[src/hw/rtl/pbet_pkg.sv]
// Shared types and constants for the pointer and button event tracker.
package pbet_pkg;

    localparam int COORD_W  = 12;
    localparam int DELTA_W  = 12;
    localparam int REPEAT_W = 16;
    localparam int TICKS_W  = 16;
    localparam int CFG_IDX_W  = 3;
    localparam int CFG_DATA_W = 16;
    localparam int IN_DATA_W  = 56;
    localparam int OUT_DATA_W = 48;

    localparam logic [COORD_W-1:0]  RST_SCREEN_LEFT   = 12'd0;
    localparam logic [COORD_W-1:0]  RST_SCREEN_TOP    = 12'd0;
    localparam logic [COORD_W-1:0]  RST_SCREEN_RIGHT  = 12'd639;
    localparam logic [COORD_W-1:0]  RST_SCREEN_BOTTOM = 12'd479;
    localparam logic [REPEAT_W-1:0] RST_REPEAT_TICKS  = 16'd250;

    typedef enum logic [1:0] {
        KIND_TICK   = 2'd0,
        KIND_REPORT = 2'd1,
        KIND_SETPOS = 2'd2,
        KIND_NOP    = 2'd3
    } kind_t;

    typedef enum logic [CFG_IDX_W-1:0] {
        CFG_SCREEN_LEFT   = 3'd0,
        CFG_SCREEN_TOP    = 3'd1,
        CFG_SCREEN_RIGHT  = 3'd2,
        CFG_SCREEN_BOTTOM = 3'd3,
        CFG_HOT_X         = 3'd4,
        CFG_HOT_Y         = 3'd5,
        CFG_REPEAT_TICKS  = 3'd6,
        CFG_TRACK_EN      = 3'd7
    } cfg_idx_t;

    // Per-button event flags, down in the lowest bit.
    typedef struct packed {
        logic up;
        logic held;
        logic down;
    } btn_flags_t;

endpackage

[src/hw/rtl/pointer_button_event_tracker.sv]
// Pointer hotspot and two-button event tracker, top level.
//
// Input stream (s_*): one beat per item; s_tuser carries the item kind
// (tick, report, set position, or an unused code that just reports state).
// Output stream (m_*): exactly one result beat per input beat, showing the
// position, the latest button flags and the idle timer after that item.
// Configuration: cfg_we / cfg_addr / cfg_wdata write one register per
// clock; the user must write only while the block is idle (not enforced).
// Indices 4 and 5 (hotspot offset) are accepted and affect no result.
// Path: an accepted beat passes the input register, then the update logic
// into the result register, which drives m_tdata.
// Throughput: one item per cycle while m_tready stays high; the update path
// is one adder and clamp compare per axis plus button logic, all combinational.
// Stalls: while m_tready is low the result register holds and one more
// beat may wait in the input register; s_tready drops once both are full.
// Reset: asynchronous, clears state, timers and flags and loads the register
// defaults (640x480 window, repeat above 250 ticks, tracking off).
module pointer_button_event_tracker
    import pbet_pkg::*;
#(
    parameter int TIMER_BITS = 16
)
(
    input  logic                   clk,
    input  logic                   rst_n,
    // delta_x[11:0], delta_y[23:12], left_pressed[24], right_pressed[25],
    // new_x[37:26], new_y[49:38], zero pad [55:50]
    input  logic [IN_DATA_W-1:0]   s_tdata,
    // kind[1:0]
    input  logic [1:0]             s_tuser,
    input  logic                   s_tvalid,
    output logic                   s_tready,
    // pointer_x[11:0], pointer_y[23:12], left_down[24], left_held[25],
    // left_released[26], right_down[27], right_held[28], right_released[29],
    // idle[30], idle_ticks[46:31], zero pad [47]
    output logic [OUT_DATA_W-1:0]  m_tdata,
    output logic                   m_tvalid,
    input  logic                   m_tready,
    input  logic                   cfg_we,
    input  logic [CFG_IDX_W-1:0]   cfg_addr,
    input  logic [CFG_DATA_W-1:0]  cfg_wdata
);

    localparam logic [TIMER_BITS-1:0] TIMER_MAX = '1;

    // configuration
    logic [COORD_W-1:0]  scr_left_reg, scr_top_reg, scr_right_reg, scr_bottom_reg;
    logic [REPEAT_W-1:0] repeat_ticks_reg;
    logic                track_en_reg;

    // input stage
    logic                     in_valid_reg, in_valid_next;
    kind_t                    in_kind_reg;
    logic signed [DELTA_W-1:0] in_dx_reg, in_dy_reg;
    logic                     in_left_reg, in_right_reg;
    logic [COORD_W-1:0]       in_new_x_reg, in_new_y_reg;

    // tracker state
    logic [COORD_W-1:0]    hot_pos_x_reg, hot_pos_x_next;
    logic [COORD_W-1:0]    hot_pos_y_reg, hot_pos_y_next;
    logic                  prev_left_reg, prev_left_next;
    logic                  prev_right_reg, prev_right_next;
    btn_flags_t            left_flags_reg, left_flags_next;
    btn_flags_t            right_flags_reg, right_flags_next;
    logic [TIMER_BITS-1:0] left_cnt_reg, left_cnt_next;
    logic [TIMER_BITS-1:0] right_cnt_reg, right_cnt_next;
    logic                  idling_reg, idling_next;
    logic [TIMER_BITS-1:0] idle_cnt_reg, idle_cnt_next;

    // result register
    logic                  out_valid_reg, out_valid_next;
    logic [COORD_W-1:0]    out_x_reg, out_y_reg;
    btn_flags_t            out_left_reg, out_right_reg;
    logic                  out_idle_reg;
    logic [TICKS_W-1:0]    out_ticks_reg, out_ticks_next;

    logic s_accept, advance, fire;

    assign advance  = !out_valid_reg || m_tready;
    assign fire     = in_valid_reg && advance;
    assign s_tready = !in_valid_reg || advance;
    assign s_accept = s_tvalid && s_tready;

    assign in_valid_next  = s_accept ? 1'b1 : (fire ? 1'b0 : in_valid_reg);
    assign out_valid_next = fire ? 1'b1 : (m_tready ? 1'b0 : out_valid_reg);

    // configuration writes
    always_ff @(posedge clk or negedge rst_n)
    begin
        if (!rst_n)
        begin
            scr_left_reg     <= RST_SCREEN_LEFT;
            scr_top_reg      <= RST_SCREEN_TOP;
            scr_right_reg    <= RST_SCREEN_RIGHT;
            scr_bottom_reg   <= RST_SCREEN_BOTTOM;
            repeat_ticks_reg <= RST_REPEAT_TICKS;
            track_en_reg     <= 1'b0;
        end
        else if (cfg_we)
        begin
            case (cfg_idx_t'(cfg_addr))
                CFG_SCREEN_LEFT:   scr_left_reg     <= cfg_wdata[COORD_W-1:0];
                CFG_SCREEN_TOP:    scr_top_reg      <= cfg_wdata[COORD_W-1:0];
                CFG_SCREEN_RIGHT:  scr_right_reg    <= cfg_wdata[COORD_W-1:0];
                CFG_SCREEN_BOTTOM: scr_bottom_reg   <= cfg_wdata[COORD_W-1:0];
                CFG_REPEAT_TICKS:  repeat_ticks_reg <= cfg_wdata[REPEAT_W-1:0];
                CFG_TRACK_EN:      track_en_reg     <= cfg_wdata[0];
                default:           ;
            endcase
        end
    end

    // input register
    always_ff @(posedge clk or negedge rst_n)
    begin
        if (!rst_n)
            in_valid_reg <= 1'b0;
        else
            in_valid_reg <= in_valid_next;
    end

    always_ff @(posedge clk)
    begin
        if (s_accept)
        begin
            in_kind_reg  <= kind_t'(s_tuser);
            in_dx_reg    <= $signed(s_tdata[11:0]);
            in_dy_reg    <= $signed(s_tdata[23:12]);
            in_left_reg  <= s_tdata[24];
            in_right_reg <= s_tdata[25];
            in_new_x_reg <= s_tdata[37:26];
            in_new_y_reg <= s_tdata[49:38];
        end
    end

    // update logic
    logic                      moved, goes_idle;
    logic signed [COORD_W+1:0] sum_x, sum_y, clamp_in_x, clamp_in_y;
    logic [COORD_W-1:0]        clamped_x, clamped_y;
    btn_flags_t                left_new, right_new;
    logic                      left_clr, right_clr;

    assign moved     = (in_dx_reg != '0) || (in_dy_reg != '0);
    assign goes_idle = !moved && !in_left_reg && !in_right_reg
                       && !prev_left_reg && !prev_right_reg;

    assign sum_x = $signed({2'b00, hot_pos_x_reg}) + (COORD_W+2)'(in_dx_reg);
    assign sum_y = $signed({2'b00, hot_pos_y_reg}) + (COORD_W+2)'(in_dy_reg);
    assign clamp_in_x = (in_kind_reg == KIND_SETPOS) ? $signed({2'b00, in_new_x_reg}) : sum_x;
    assign clamp_in_y = (in_kind_reg == KIND_SETPOS) ? $signed({2'b00, in_new_y_reg}) : sum_y;

    pbet_clamp u_clamp_x
    (
        .pos     (clamp_in_x),
        .lo      (scr_left_reg),
        .hi      (scr_right_reg),
        .clamped (clamped_x)
    );

    pbet_clamp u_clamp_y
    (
        .pos     (clamp_in_y),
        .lo      (scr_top_reg),
        .hi      (scr_bottom_reg),
        .clamped (clamped_y)
    );

    pbet_button #(.TIMER_BITS(TIMER_BITS)) u_btn_left
    (
        .old_flags    (left_flags_reg),
        .level        (in_left_reg),
        .hold_count   (left_cnt_reg),
        .repeat_ticks (repeat_ticks_reg),
        .flags        (left_new),
        .clear_count  (left_clr)
    );

    pbet_button #(.TIMER_BITS(TIMER_BITS)) u_btn_right
    (
        .old_flags    (right_flags_reg),
        .level        (in_right_reg),
        .hold_count   (right_cnt_reg),
        .repeat_ticks (repeat_ticks_reg),
        .flags        (right_new),
        .clear_count  (right_clr)
    );

    always_comb
    begin
        hot_pos_x_next   = hot_pos_x_reg;
        hot_pos_y_next   = hot_pos_y_reg;
        prev_left_next   = prev_left_reg;
        prev_right_next  = prev_right_reg;
        left_flags_next  = left_flags_reg;
        right_flags_next = right_flags_reg;
        left_cnt_next    = left_cnt_reg;
        right_cnt_next   = right_cnt_reg;
        idling_next      = idling_reg;
        idle_cnt_next    = idle_cnt_reg;
        if (fire)
        begin
            case (in_kind_reg)
                KIND_TICK:
                begin
                    if (left_cnt_reg != TIMER_MAX)
                        left_cnt_next = left_cnt_reg + 1'b1;
                    if (right_cnt_reg != TIMER_MAX)
                        right_cnt_next = right_cnt_reg + 1'b1;
                    if (idling_reg && idle_cnt_reg != TIMER_MAX)
                        idle_cnt_next = idle_cnt_reg + 1'b1;
                end
                KIND_REPORT:
                begin
                    if (track_en_reg)
                    begin
                        if (goes_idle)
                        begin
                            if (!idling_reg)
                                idle_cnt_next = '0;
                            idling_next      = 1'b1;
                            left_flags_next  = '0;
                            right_flags_next = '0;
                        end
                        else
                        begin
                            idling_next      = 1'b0;
                            prev_left_next   = in_left_reg;
                            prev_right_next  = in_right_reg;
                            left_flags_next  = left_new;
                            right_flags_next = right_new;
                            if (left_clr)
                                left_cnt_next = '0;
                            if (right_clr)
                                right_cnt_next = '0;
                            if (moved)
                            begin
                                hot_pos_x_next = clamped_x;
                                hot_pos_y_next = clamped_y;
                            end
                        end
                    end
                end
                KIND_SETPOS:
                begin
                    hot_pos_x_next = clamped_x;
                    hot_pos_y_next = clamped_y;
                end
                default:
                    ;
            endcase
        end
    end

    // idle tick count on the 16-bit result field, saturating if the timer is wider
    generate
        if (TIMER_BITS > TICKS_W)
        begin : g_ticks_sat
            assign out_ticks_next = !idling_next ? '0 :
                ((idle_cnt_next[TIMER_BITS-1:TICKS_W] != '0) ? '1
                                                             : idle_cnt_next[TICKS_W-1:0]);
        end
        else
        begin : g_ticks_ext
            assign out_ticks_next = idling_next ? TICKS_W'(idle_cnt_next) : '0;
        end
    endgenerate

    always_ff @(posedge clk or negedge rst_n)
    begin
        if (!rst_n)
        begin
            hot_pos_x_reg   <= '0;
            hot_pos_y_reg   <= '0;
            prev_left_reg   <= 1'b0;
            prev_right_reg  <= 1'b0;
            left_flags_reg  <= '0;
            right_flags_reg <= '0;
            left_cnt_reg    <= '0;
            right_cnt_reg   <= '0;
            idling_reg      <= 1'b0;
            idle_cnt_reg    <= '0;
            out_valid_reg   <= 1'b0;
        end
        else
        begin
            hot_pos_x_reg   <= hot_pos_x_next;
            hot_pos_y_reg   <= hot_pos_y_next;
            prev_left_reg   <= prev_left_next;
            prev_right_reg  <= prev_right_next;
            left_flags_reg  <= left_flags_next;
            right_flags_reg <= right_flags_next;
            left_cnt_reg    <= left_cnt_next;
            right_cnt_reg   <= right_cnt_next;
            idling_reg      <= idling_next;
            idle_cnt_reg    <= idle_cnt_next;
            out_valid_reg   <= out_valid_next;
        end
    end

    always_ff @(posedge clk)
    begin
        if (fire)
        begin
            out_x_reg     <= hot_pos_x_next;
            out_y_reg     <= hot_pos_y_next;
            out_left_reg  <= left_flags_next;
            out_right_reg <= right_flags_next;
            out_idle_reg  <= idling_next;
            out_ticks_reg <= out_ticks_next;
        end
    end

    assign m_tvalid = out_valid_reg;
    assign m_tdata  = {1'b0, out_ticks_reg, out_idle_reg,
                       out_right_reg.up, out_right_reg.held, out_right_reg.down,
                       out_left_reg.up, out_left_reg.held, out_left_reg.down,
                       out_y_reg, out_x_reg};

    // a beat leaving the input register always lands in the result register
    a_fire_to_out: assert property (@(posedge clk) disable iff (!rst_n)
        fire |=> out_valid_reg)
        else $error("processed beat did not reach the result register");

    // leaving idle takes a report
    a_idle_exit: assert property (@(posedge clk) disable iff (!rst_n)
        $fell(idling_reg) |-> $past(fire && in_kind_reg == KIND_REPORT && track_en_reg))
        else $error("idle state left without an enabled report");

    // position only moves when a beat is processed
    a_pos_hold: assert property (@(posedge clk) disable iff (!rst_n)
        !fire |=> $stable(hot_pos_x_reg) && $stable(hot_pos_y_reg))
        else $error("position changed without a beat");

    // the idle timer reads zero outside idle
    a_ticks_idle: assert property (@(posedge clk) disable iff (!rst_n)
        (out_valid_reg && !out_idle_reg) |-> (out_ticks_reg == '0))
        else $error("idle ticks reported while not idle");

endmodule

[src/hw/rtl/pbet_clamp.sv]
// Clamp of one coordinate axis to a [lo, hi] window, low edge checked first.
module pbet_clamp
    import pbet_pkg::*;
(
    input  logic signed [COORD_W+1:0] pos,
    input  logic        [COORD_W-1:0] lo,
    input  logic        [COORD_W-1:0] hi,
    output logic        [COORD_W-1:0] clamped
);

    logic signed [COORD_W+1:0] lo_s;
    logic signed [COORD_W+1:0] hi_s;

    assign lo_s = $signed({2'b00, lo});
    assign hi_s = $signed({2'b00, hi});

    always_comb
    begin
        if (pos < lo_s)
            clamped = lo;
        else if (pos > hi_s)
            clamped = hi;
        else
            clamped = pos[COORD_W-1:0];
    end

endmodule

[src/hw/rtl/pbet_button.sv]
// Down / held / released / autorepeat flag logic for one button.
module pbet_button
    import pbet_pkg::*;
#(
    parameter int TIMER_BITS = 16
)
(
    input  btn_flags_t              old_flags,
    input  logic                    level,
    input  logic [TIMER_BITS-1:0]   hold_count,
    input  logic [REPEAT_W-1:0]     repeat_ticks,
    output btn_flags_t              flags,
    output logic                    clear_count
);

    localparam int CMP_W = (TIMER_BITS > REPEAT_W) ? TIMER_BITS : REPEAT_W;

    logic [CMP_W-1:0] cnt_ext;
    logic [CMP_W-1:0] rep_ext;
    logic             was_active;

    assign cnt_ext    = CMP_W'(hold_count);
    assign rep_ext    = CMP_W'(repeat_ticks);
    assign was_active = old_flags.down | old_flags.held;

    always_comb
    begin
        flags       = '0;
        clear_count = 1'b0;
        if (was_active)
        begin
            if (level)
            begin
                flags.held = 1'b1;
                if (cnt_ext > rep_ext)
                begin
                    flags.down  = 1'b1;
                    clear_count = 1'b1;
                end
            end
            else
            begin
                flags.up = 1'b1;
            end
        end
        else if (level)
        begin
            flags.down  = 1'b1;
            clear_count = 1'b1;
        end
    end

endmodule

[config.mk]
export PLATFORM = sky130hd
export DESIGN_NAME = pointer_button_event_tracker
export DESIGN_NICKNAME = d
export VERILOG_FILES = /design/src/hw/rtl/pbet_pkg.sv /design/src/hw/rtl/pointer_button_event_tracker.sv /design/src/hw/rtl/pbet_clamp.sv /design/src/hw/rtl/pbet_button.sv
export SDC_FILE = /design/constraint.sdc
export NUM_CORES = 1
export LEC_CHECK = 0
export ABC_AREA = 0
export BUFFER_PORTS_ARGS = -buffer_cell sky130_fd_sc_hd__buf_2
export CAP_MARGIN = 20
export CORE_MARGIN = 4
export CORE_UTILIZATION = 54
export DETAILED_ROUTE_END_ITERATION = 8
export MAX_ROUTING_LAYER = met4
export PLACE_DENSITY = 0.82
export SLEW_MARGIN = 10
export SYNTH_ARGS = -nofsm -noshare
export SYNTH_HDL_FRONTEND = slang
export SYNTH_SLANG_ARGS = --single-unit
[constraint.sdc]
create_clock -name clk -period 4.2 [get_ports clk]
set_input_delay 0.21 -clock clk [delete_from_list [all_inputs] [get_ports clk]]
set_output_delay 0.21 -clock clk [all_outputs]
set_load 0.05 [all_outputs]
==> run_results.csv <==
group,metric,value,unit
outcome,outcome,"complete, but fails checks",
outcome,violations,"setup timing",
routing,drtPass1Iterations,6,
critical_path,cp_max_fo,5,
yosys,synth.area.top_cells,"dfrtp_1 23%, edfxtp_1 22%, ha_1 10%",
grt,antenna_found_initial,0,
critical_path,critPathArrivalTime,4680,ps
floorplan,die_y,167,um
critical_path,worstReg2RegEnd,"out_y_reg[9]",
timing,setup_viol,24,
yosys,synth_compound_gate_area_share,0.173,
timing,period_minus_slack,4390,ps
critical_path,critPathRequiredTime,4490,ps
yosys,synth_nets,1483,
routing,ant_nets,0,
final_layout,drive_gt1_frac,0.250,
hold_path,hold_path_depth,3,
yosys,synth_mux_area_frac,0.0502,
yosys,postSynthAreaPerCell,10.6,sq um
yosys,synth_edf_count,99,
final_layout,n_antenna_cell,0,
yosys,yosys.area.top_type_share,0.230,
place,portBuffers,124,
floorplan,dieArea,28000,sq um
timing,tightest_slew,1080,ps
hold_path,min_delay_worst_endpoint,"scr_top_reg[10]",
timing,finalClockSkew,11.0,ps
timing,finalCritPeriodShare,1.05,
pwr,p_leak,0.00756,uW
place,place.gp.congestion,0.937,
final_layout,fillers,1726,
floorplan,coreArea,25000,sq um
floorplan,rows,58,
final_layout,final_nets,1743,
routing,dr_total_vias,11500,
clocking,cts_num_sinks,247,
critical_path,r2r_start,"hot_pos_y_reg[6]",
critical_path,r2r_slack,-190,ps
yosys,synthArstFlopShare,0.599,
yosys,synth_area,13700,sq um
timing,final-hold-violation-count,0,
timing,slew_viol_final,0,
yosys,synth_xor_area_frac,0.0134,
pwr,ir_drop,481,uV
clocking,root_buffer,"clkbuf_16",
routing,drt-total-wl,38600,um
floorplan,io_pins,132,
hold_path,hp-start,"cfg_wdata[10]",
hold_path,hold_path.class,"primary input to flip-flop",
yosys,netlist_instances,1289,
routing,drtIter0Drc,943,
grt,grt-ovfl-total,0,
yosys,ys_seq_elements,247,
clocking,cts_tree,"built",
place,place_hpwl,26200,um
grt,grt_pass1_vias,11500,
timing,finalWorstSetupSlack,-194,ps
place,dp.cells,1766,
grt,grt_pass1_wl,60900,um
floorplan,start_util,0.547,
grt,track_usage,0.276,
routing,drc_errors,0,
yosys,synthFlopType,"dfrtp_1",
yosys,synth.distinct_cells,82,
clocking,clkTransAtPathRegs,60,ps
yosys,ys_seq_area_frac,0.489,
timing,slew_headroom,0.276,
clocking,cts_max_level,1,
grt,grt_start_max_net_pins,69,
final_layout,syn_to_final_growth,26.3,%
yosys,synthSimpleGateAreaFrac,0.129,
critical_path,crit_start,"hot_pos_y_reg[6]",
yosys,yosys.area.top_type,"dfrtp_1",
timing,max_freq,0.228,GHz
clocking,clk_latency,550,ps
critical_path,startpoint_type,"flip-flop",
run,cap_violations,0,
yosys,netlist_top_cells_count,"142 x nand2_1, 126 x dfrtp_1, 110 x ha_1, 107 x o21ai_0, 99 x edfxtp_1",
timing,grt_setup_unrepaired,"yes",
critical_path,crit_path_end_kind,"flip-flop",
critical_path,path_class,"flip-flop to flip-flop",
clocking,cts_buffer_depth,3,
yosys,synthAdderAreaFrac,0.103,
routing,wl_per_cell,20.3,um
clocking,numCtsBuffers,27,
pwr,p_per_area,637,nW/um^2
final_layout,fin_cells,1900,
final_layout,utilization,0.691,
yosys,yosysWarnings,0,
floorplan,fp.dieW,167,um
routing,viasPerCell,6.03,
critical_path,r2r_cells,19,
yosys,synth_top_family_by_area,"compound AO/OA/AOI/OAI gates",
yosys,yosysMostFrequentCell,"nand2_1",
place,dp_slack,-234,ps
cell usage in the layout, fill, tap and decap left out, types with 7 or more instances in the layout:
cell,netlist,layout
nand2_1,142,141
dfrtp_1,126,125
buf_2,5,123
ha_1,110,102
edfxtp_1,99,99
inv_1,97,96
o21ai_0,107,91
a21oi_1,77,71
buf_4,4,70
dlygate4sd3_1,0,68
nor2_1,41,41
mux2_2,37,36
clkbuf_16,0,30
nand3_1,31,28
and2_1,23,22
dfstp_2,22,22
a21o_1,21,21
nand4_1,19,19
mux2i_1,27,18
o21a_1,17,17
nor3_1,17,16
or4_1,12,12
xor2_1,12,12
o22ai_1,12,12
o21ai_1,2,11
a32oi_1,11,11
o211ai_1,10,10
a22o_1,10,10
o31ai_1,11,10
nor4_1,11,9
o221ai_2,10,9
xnor2_1,9,8
nor2b_1,10,8
nand2b_1,8,8
o21ai_2,0,7
a31oi_1,8,7
or2_2,7,7
or3_1,7,7
power breakdown:
group / total, uW / switching (uW) / internal [uW]
registers: 3460 / 409 / 3060
logic: 5040 / 2790 / 2250
clock network: 2520 / 983 / 1540
timing repair:
action / in CTS / in global routing
pin swaps: 19 / 18
setup buffers: 8 / 7
endpoints found under the setup margin: 41 / 48
resized for setup: 29 / 62
hold buffers: 68 / 0
endpoints found under the hold margin: 124 / 0
gates cloned: 1 / 0
worst max path at each step:
stage | cells after the start | to | slack (ps)
2_1_floorplan | 15 | out_y_reg[10] | 4
3_3_place_gp | 15 | out_y_reg[7] | -110
3_5_place_dp | 17 | out_y_reg[0] | -230
4_1_cts | 17 | out_y_reg[10] | -80
5_1_grt | 19 | out_y_reg[7] | -310
6_report | 19 | out_y_reg[9] | -190
layer usage:
layer | part of all wire | global-route usage
met1 | 0.41 | 0.362
met2 | 0.49 | 0.453
met3 | 0.068 | 0.0380
met4 | 0.035 | 0.0812
met5 | 0 | -
critical path, stage by stage, from the launching register on:
cell and delay (ps):
dfrtp_1 430, ha_4 260, a21o_1 180, a211oi_2 220, or4b_4 540, a31oi_4 210
buf_6 130, a311oi_4 90, buf_4 160, buf_4 140, ha_4 160, a211o_1 250
a21oi_2 130, nand3_2 120, a31oi_4 200, a21oi_4 100, o221a_4 270, a21oi_4 230
buf_6 180, o221ai_4 110
metrics by stage:
stage	total power [uW]	hold slack [ps]	instance area (sq um)	setup TNS [ps]
6_report	11000	9.77	17300	-2470
5_1_grt	11700	20.6	17300	-5720
4_1_cts	10500	1.18	16900	-317
3_5_place_dp	7660	255	15100	-4170
3_3_place_gp	7500	256	15100	-1670
2_1_floorplan	6250	-85.6	13700	0
logic make-up (layout without fill, tap and decap cells):
family,Yosys count,in the layout
flip-flops,247,247
AO/OA/AOI/OAI,351,351
other,1,1
XOR/XNOR,21,21
AND/OR/NAND/NOR,354,354
buffers and inverters,139,420
multiplexers,64,64
adder cells (fa/ha/maj),112,112
final cells by class:
cell class	instances	area [sq um]	area share
tap	330	413	0.0239
clock buffer	36	772	0.0446
clock inverter	14	179	0.0103
timing repair buffer	271	1980	0.115
inverter	99	372	0.0215
multi-input combinational	903	6870	0.397
sequential	247	6710	0.388
Note: power is estimated with default switching activity, not from simulation.
